==> src/uel_pkg.sv <==
// Package: shared types, constants and command/status structs for the line envelope block.
`timescale 1ns / 1ps
package uel_pkg;
   localparam int DefMaxLines = 64;
   localparam int ValW = 32;

   typedef logic signed [ValW-1:0] val_type;

   typedef struct packed {
      logic load;      // write input line at load pointer
      logic sort_rd;   // read pair for sort compare
      logic sort_sw;   // swap pair
      logic hull_rd;   // read store entry for hull pass
      logic hull_push; // push current line onto stack
      logic hull_pop;  // drop stack top
      logic mul_go;    // launch cross products
      logic out_rd;    // read stack entry for output
   } cmd_type;

   typedef struct packed {
      logic slope_eq;  // current line slope equals previous
      logic sw_need;   // sort pair out of order
      logic drop_mid;  // cross compare says drop top
   } sts_type;
endpackage

==> src/uel_ctrl.sv <==
// Controller: sequences load, bubble sort, hull build and output.
`timescale 1ns / 1ps
module uel_ctrl #(
   parameter int MaxLines = uel_pkg::DefMaxLines,
   parameter int CntW = $clog2(MaxLines + 1)
) (
   input  logic clock,
   input  logic reset,
   input  logic req_valid,
   input  logic last_line,
   output logic req_ready,
   output logic rsp_valid,
   input  logic rsp_ready,
   input  uel_pkg::sts_type sts,
   output uel_pkg::cmd_type cmd,
   output logic [CntW-1:0] cnt,
   output logic [CntW-1:0] idx_a,
   output logic [CntW-1:0] hsz,
   output logic out_last
);
   import uel_pkg::*;

   localparam logic [3:0] S_LOAD = 4'd0, S_SRD = 4'd1, S_SCMP = 4'd2, S_HRD = 4'd3,
      S_HCHK = 4'd4, S_TRD = 4'd5, S_MUL = 4'd6, S_MUL2 = 4'd7, S_DEC = 4'd8,
      S_ORD = 4'd9, S_OUT = 4'd10;

   logic [3:0] state_ff, state_in;
   logic [CntW-1:0] cnt_ff, cnt_in, i_ff, i_in, hsz_ff, hsz_in;
   logic swapped_ff, swapped_in;

   assign cnt = cnt_ff;
   assign idx_a = i_ff;
   assign hsz = hsz_ff;
   assign req_ready = (state_ff == S_LOAD);
   assign rsp_valid = (state_ff == S_OUT);
   assign out_last = (i_ff + CntW'(1) == hsz_ff);

   always_comb begin
      state_in = state_ff; cnt_in = cnt_ff; i_in = i_ff; hsz_in = hsz_ff;
      swapped_in = swapped_ff;
      cmd = '0;
      case (state_ff)
         S_LOAD: begin
            if (req_valid) begin
               if (cnt_ff < CntW'(MaxLines)) begin
                  cmd.load = 1'b1;
                  cnt_in = cnt_ff + CntW'(1);
               end
               if (last_line) begin
                  i_in = '0; swapped_in = 1'b0;
                  state_in = S_SRD;
               end
            end
         end
         S_SRD: begin
            // one bubble pass over [0, cnt-1)
            if (i_ff + CntW'(1) >= cnt_ff) begin
               if (swapped_ff) begin
                  i_in = '0; swapped_in = 1'b0; state_in = S_SRD;
               end else begin
                  i_in = '0; hsz_in = '0; state_in = S_HRD;
               end
            end else begin
               cmd.sort_rd = 1'b1; state_in = S_SCMP;
            end
         end
         S_SCMP: begin
            if (sts.sw_need) begin
               cmd.sort_sw = 1'b1; swapped_in = 1'b1;
            end
            i_in = i_ff + CntW'(1); state_in = S_SRD;
         end
         S_HRD: begin
            if (i_ff >= cnt_ff) begin
               cnt_in = '0; i_in = '0; state_in = S_ORD;
            end else begin
               cmd.hull_rd = 1'b1; state_in = S_HCHK;
            end
         end
         S_HCHK: begin
            if (i_ff != '0 && sts.slope_eq) begin
               i_in = i_ff + CntW'(1); state_in = S_HRD;
            end else state_in = S_TRD;
         end
         S_TRD: begin
            if (hsz_ff >= CntW'(2)) state_in = S_MUL;
            else begin
               cmd.hull_push = 1'b1; hsz_in = hsz_ff + CntW'(1);
               i_in = i_ff + CntW'(1); state_in = S_HRD;
            end
         end
         S_MUL: begin cmd.mul_go = 1'b1; state_in = S_MUL2; end
         S_MUL2: state_in = S_DEC;
         S_DEC: begin
            if (sts.drop_mid) begin
               cmd.hull_pop = 1'b1; hsz_in = hsz_ff - CntW'(1); state_in = S_TRD;
            end else begin
               cmd.hull_push = 1'b1; hsz_in = hsz_ff + CntW'(1);
               i_in = i_ff + CntW'(1); state_in = S_HRD;
            end
         end
         S_ORD: begin cmd.out_rd = 1'b1; state_in = S_OUT; end
         S_OUT: begin
            if (rsp_ready) begin
               if (out_last) state_in = S_LOAD;
               else begin i_in = i_ff + CntW'(1); state_in = S_ORD; end
            end
         end
         default: state_in = S_LOAD;
      endcase
   end

   always_ff @(posedge clock) begin
      if (reset) begin
         state_ff <= S_LOAD; cnt_ff <= '0; i_ff <= '0; hsz_ff <= '0;
         swapped_ff <= 1'b0;
      end else begin
         state_ff <= state_in; cnt_ff <= cnt_in; i_ff <= i_in; hsz_ff <= hsz_in;
         swapped_ff <= swapped_in;
      end
   end

   assert property (@(posedge clock) disable iff (reset) rsp_valid |-> hsz_ff != '0)
      else $error("output with empty hull");
   assert property (@(posedge clock) disable iff (reset) cnt_ff <= CntW'(MaxLines))
      else $error("line count overflow");
   assert property (@(posedge clock) disable iff (reset) hsz_ff <= CntW'(MaxLines))
      else $error("hull overflow");
   assert property (@(posedge clock) disable iff (reset) cmd.hull_pop |-> hsz_ff >= CntW'(2))
      else $error("pop below two");
endmodule

==> config.mk <==
export PLATFORM = sky130hd
export DESIGN_NAME = uel_ctrl
export DESIGN_NICKNAME = d
export VERILOG_FILES = /design/src/uel_pkg.sv /design/src/uel_ctrl.sv
export SDC_FILE = /design/constraint.sdc
export NUM_CORES = 1
export LEC_CHECK = 0
export BUFFER_PORTS_ARGS = -buffer_cell sky130_fd_sc_hd__buf_2
export CAP_MARGIN = 10
export CORE_UTILIZATION = 49
export CTS_CLUSTER_DIAMETER = 200
export CTS_CLUSTER_SIZE = 28
export DETAILED_ROUTE_END_ITERATION = 6
export GPL_TIMING_DRIVEN = 1
export PLACE_DENSITY = 0.81
export SKIP_CTS_REPAIR_TIMING = 1
export SYNTH_ARGS = -nofsm -noshare
export SYNTH_HDL_FRONTEND = slang
export SYNTH_SLANG_ARGS = --single-unit
==> constraint.sdc <==
create_clock -name clock -period 8.3 [get_ports clock]
set_input_delay 0.83 -clock clock [delete_from_list [all_inputs] [get_ports clock]]
set_output_delay 0.83 -clock clock [all_outputs]
set_load 0.005 [all_outputs]
Yosys cells after proc, flatten, opt, wreduce, memory -nomap -nowiden
Cells that the tools add are included.
Storage, ports and cells
  register bits after elaboration: 26
  input port bits: 8
Cells by class
  add/subtract/negate cells: 4
  $lt $le $gt $ge: 4
  eq/ne operators: 23
  mux-type cells: 50
  reduce and logical (&&, ||, !) cells: 12
Operator list (number)
  two-way mux 7 bit: 15
  one-hot mux 7 bit (8 select lines): 1
  one-hot mux 4 bit (11 select lines): 1
  adder 7 x 1 -> 7 bit (second input constant): 3
  one-hot mux 7 bit (3 select lines): 1
  two-way mux 4 bit: 5
  != test 2 bit (second input constant): 10
  two-way mux 1 bit: 19
  == test 4 x 3 -> 1 bit (second input constant): 4
  >= comparator 7 bit: 2
  one-hot mux 7 bit (2 select lines): 1
  == test 4 bit (second input constant): 3
  AND reduction 10 bit: 1
  two-way mux 3 bit: 3
  == test 4 x 2 -> 1 bit (second input constant): 2
  AND reduction 4 bit: 2
  nonzero test 8 bit: 1
  == test 7 bit: 1
  >= comparator 7 x 2 -> 1 bit (second input constant): 1
  < comparator 7 bit (second input constant): 1
  nonzero test 7 bit: 1
  subtractor 7 x 1 -> 7 bit (second input constant): 1
  nonzero test 3 bit: 2
  AND reduction 5 bit: 1
  other kinds (9): 11

Depth between registers and ports, before layout
  word-level depth: 5
  depth in mapped cells: 11
  depth with buffers taken out: 10

Worst setup path before layout
OpenSTA, ideal clock, no wires.
  path kind: register -> output
  start point: register idx_a[0] (netlist name)
  end point: output port cmd[3] (netlist bit)
  arrival: 2.270 ns
  slack: 5.200 ns
  cell stages (with the launch flop): 11
  path buffers: 1
  path through: dfxtp_1 ha_1 nand3_1 xnor2_1 ha_1 nand2_1 o21ai_0 a211oi_2 a311o_1 buf_6 nor2_1
RTL lines
  to (decl): RTL line uel_ctrl.sv:15  | output uel_pkg::cmd_type cmd,

==> implementation parameters <==
Parameter                              Value

Timing
  Final-report setup violation count ... 0
  Crit path setup slack, layout ... 4470 ps
  Tmin final ... 3830 ps
  Worst-case clock skew ... 3.86 ps
  Slew at the pin closest to its max-slew limit ... 651 ps
  Total Negative Setup Slacks ... 0 ps
  Hold Violations, Final ... 0
  Unrepaired setup endpoints after global routing ... no
  Number of pins exceeding their max-slew limit in the final report ... 0
  Fmax achieved ... 0.261 GHz
  Period utilisation layout ... 46.1%
  Worst slew margin ... 56.6%

Synth
  Dominant synthesized flop cell ... dfxtp_1
  Synthesized area divided by synthesized cell count ... 7.68 µm²
  Number of synthesized register bits ... 26
  Synthesized netlist cell count ... 287
  Synthesis warning total ... 0
  Number of distinct standard cells referenced by the synthesized netlist ... 53
  Synth top cells by count ... nor2_1 (30), dfxtp_1 (26), nand2_1 (26)
  Post-Syn Area ... 2200 µm²
  Net count after synthesis ... 315
  Most area-consuming cells after synthesis ... dfxtp_1 (24%), ha_1 (11%), xnor2_1 (6.4%)
  Number of synthesized flops with an enable pin ... 0
  Area share of the leading cell type in the synthesized netlist ... 23.6%
  Fraction of registers with async set/reset ... 0%
  Sequential fraction of the synthesis area ... 23.6%
  Library cell with the highest instance count after synthesis ... nor2_1
  Leading area contributor after synthesis ... dfxtp_1

Final layout
  Area added between synthesis and finish ... 11.1%
  Number of inserted filler cells in the final layout ... 431
  Share of final-layout standard cells stronger than drive strength 1 ... 15.8%
  Post-layout utilization of the core ... 56.7%
  Net count reported at finish ... 346
  Non-filler instance count after layout ... 369
  Final antenna diode count ... 0

Power
  Cell Int Power ... 0.218 mW
  Peak ir drop on the vdd network ... 0.0000644 V
  Switching part of the total power ... 35.4%
  Power share of the sequential group ... 43.7%
  P_sw ... 0.120 mW
  Clock power frac ... 25.4%
  Comb power frac ... 30.9%
  Total power per unit cell area ... 138 nW/µm²
  Leakage power total ... 1.07 nW

Placement
  Port Buffers ... 39
  Detailed Place HPWL ... 3960 µm
  Final GP Congestion ... 0.864
  Setup Slack @ Placement ... 4820 ps
  Number of instances in the placed design ... 365

Floorplan
  CORE AREA ... 4320 µm²
  Placement row count ... 24
  Vert. Die Dim ... 69.1 µm
  Number of top-level pins ... 40
  Chip width ... 69.1 µm
  Die footprint ... 4770 µm²
  Starting utilization of the core area ... 51.0%

Critical path
  CP required ... 7470 ps
  Maximum net fanout on the critical path ... 14
  Worst path buffer plus inverter count ... 1
  Cell Chain, Critical Path ... ha_1 > nand3_1 > xnor2_1 > ha_1 > a21oi_1 > o21ai_0 > a211oi_2 > a311o_1 > nor2_1 > buf_2
  Cell at the slowest stage of the critical path ... a311o_1
  CP Launch Type ... flip-flop
  Library cell appearing most often on the critical path ... ha_1
  Class of the most critical setup path ... flip-flop to output port
  Delay of the slowest cell on the worst path ... 500 ps
  Kind of cell adding the most delay to the critical path ... compound AO/OA/AOI/OAI gates
  Arrival time of data at the critical path endpoint ... 3000 ps
  Endpoint type of the worst setup path ... output port

CTS
  Number of levels the H-tree was split into ... 1
  Clock Tree Buf Depth ... 2
  Clk sink count ... 26
  Root buf cell ... clkbuf_8
  Insertion delay of the later-clocked pin in the worst-skew pair ... 280 ps
  Clock transition time at the flip-flop clock pins of the worst setup and hold paths ... 100 ps
  Clock tree from TritonCTS ... yes
  Number of buffers inserted during clock tree synthesis ... 3

Global routing
  Met3 layer usage reported by global route ... 3.36%
  GR Util met2 ... 36.4%
  Total routing resource utilization after global routing ... 23.1%
  Wire length of the first global-routing pass ... 9250 µm
  Most crowded layer after global routing ... met2
  Largest net degree at the start of global routing ... 24
  Initial antenna violation count ... 0
  Remaining global-route overflow ... 0
  Global-route track usage on met1 ... 32.5%
  Number of global-route vias before repair ... 1917

Job
  Max cap viols ... 0

Route
  Remaining DRCs ... 0
  Vias ... 2193
  Average wire length per cell after detail routing ... 14.9 µm
  Post-detailed-route via-to-cell ratio ... 5.94
  Starting DRT DRC Count ... 262
  Residual antenna-violating net count after detailed routing ... 0
  Routed Wire Length ... 5500 µm
  Number of iterations in the first detailed-routing pass ... 4

Run status
  Result of the run ... finished, final reports clean

Min path
  Worst min path class ... flip-flop to flip-flop
## per-stage QoR
step	power [mW]	cell area (µm²)	hold WS [ps]
detailed placement	0.254	2390	530
CTS	0.339	2450	545
floorplan	0.232	2200	499
finish	0.337	2450	543
global placement	0.252	2390	519
global route	0.359	2450	583
## power by group through the flow
stage | clock network, mW | logic (mW) | registers [mW]
4_1_cts | 0.0879 | 0.104 | 0.147
3_5_place_dp | 0 | 0.104 | 0.150
3_3_place_gp | 0 | 0.102 | 0.149
2_1_floorplan | 0 | 0.0916 | 0.140
5_1_grt | 0.0941 | 0.116 | 0.149
6_report | 0.0856 | 0.104 | 0.147
## layout make-up
cell class | instances | area, µm² | share of cell area (%)
well taps | 52 | 65.1 | 2.66
clock buffers | 4 | 55.1 | 2.25
flip-flops and latches | 26 | 520 | 21.2
multi-input cells | 234 | 1560 | 63.7
repair buffers | 39 | 195 | 7.97
inverters | 14 | 52.6 | 2.15
## sequential cells by signal (all words and copies together) (netlist names)
register    flops
swapped_ff      1
hsz             7
state_ff        4
idx_a           7
cnt             7
## metal layers
| metal | wire length, µm | vias up | part of all wire, % |
|---|---|---|---|
| met4 | 63 | 0 | 1.1 |
| met1 | 2520 | 1029 | 46 |
| li1 | - | 1086 | - |
| met3 | 295 | 6 | 5.4 |
| met5 | 0 | - | 0 |
| met2 | 2620 | 72 | 48 |
## final timing paths
kind              startpoint  endpoint  slack [ps]  depth (start not counted)
hold / removal        cnt[6]    cnt[6]         540                          2
setup reg to reg    idx_a[0]    hsz[5]        5180                         10
setup / recovery    idx_a[0]    cmd[3]        4470                         10
hold reg to reg       cnt[6]    cnt[6]         540                          2
## tightest hold or removal path, stage by stage (launching register included)
cell and delay [ps]:
dfxtp_1 330, inv_1 100, a21oi_1 70
## cells by family (layout without fill, tap and decap cells)
| group | Yosys count | after routing | share of synthesized area, % |
|---|---|---|---|
| AND/OR/NAND/NOR | 122 | 122 | 28.2 |
| AO/OA/AOI/OAI | 63 | 63 | 19.3 |
| buffers and inverters | 27 | 57 | 5.56 |
| multiplexers | 8 | 8 | 3.63 |
| XOR/XNOR | 21 | 21 | 8.34 |
| adder cells (fa/ha/maj) | 20 | 20 | 11.4 |
| flip-flops | 26 | 26 | 23.6 |
## placed cells by master, fill, tap and decap left out, types with 5 or more instances in the layout
master    count
a21oi_1      14
a31oi_1       5
and3_1        5
buf_2        39
dfxtp_1      26
ha_1         20
inv_1        13
mux2i_1       8
nand2_1      26
nand2b_1     13
nand3_1      12
nor2_1       30
nor2b_1       6
nor3_1        9
o21ai_0      10
o21ai_1       5
xnor2_1      16
xor2_1        5
Note: power is estimated with default switching activity, not from simulation.
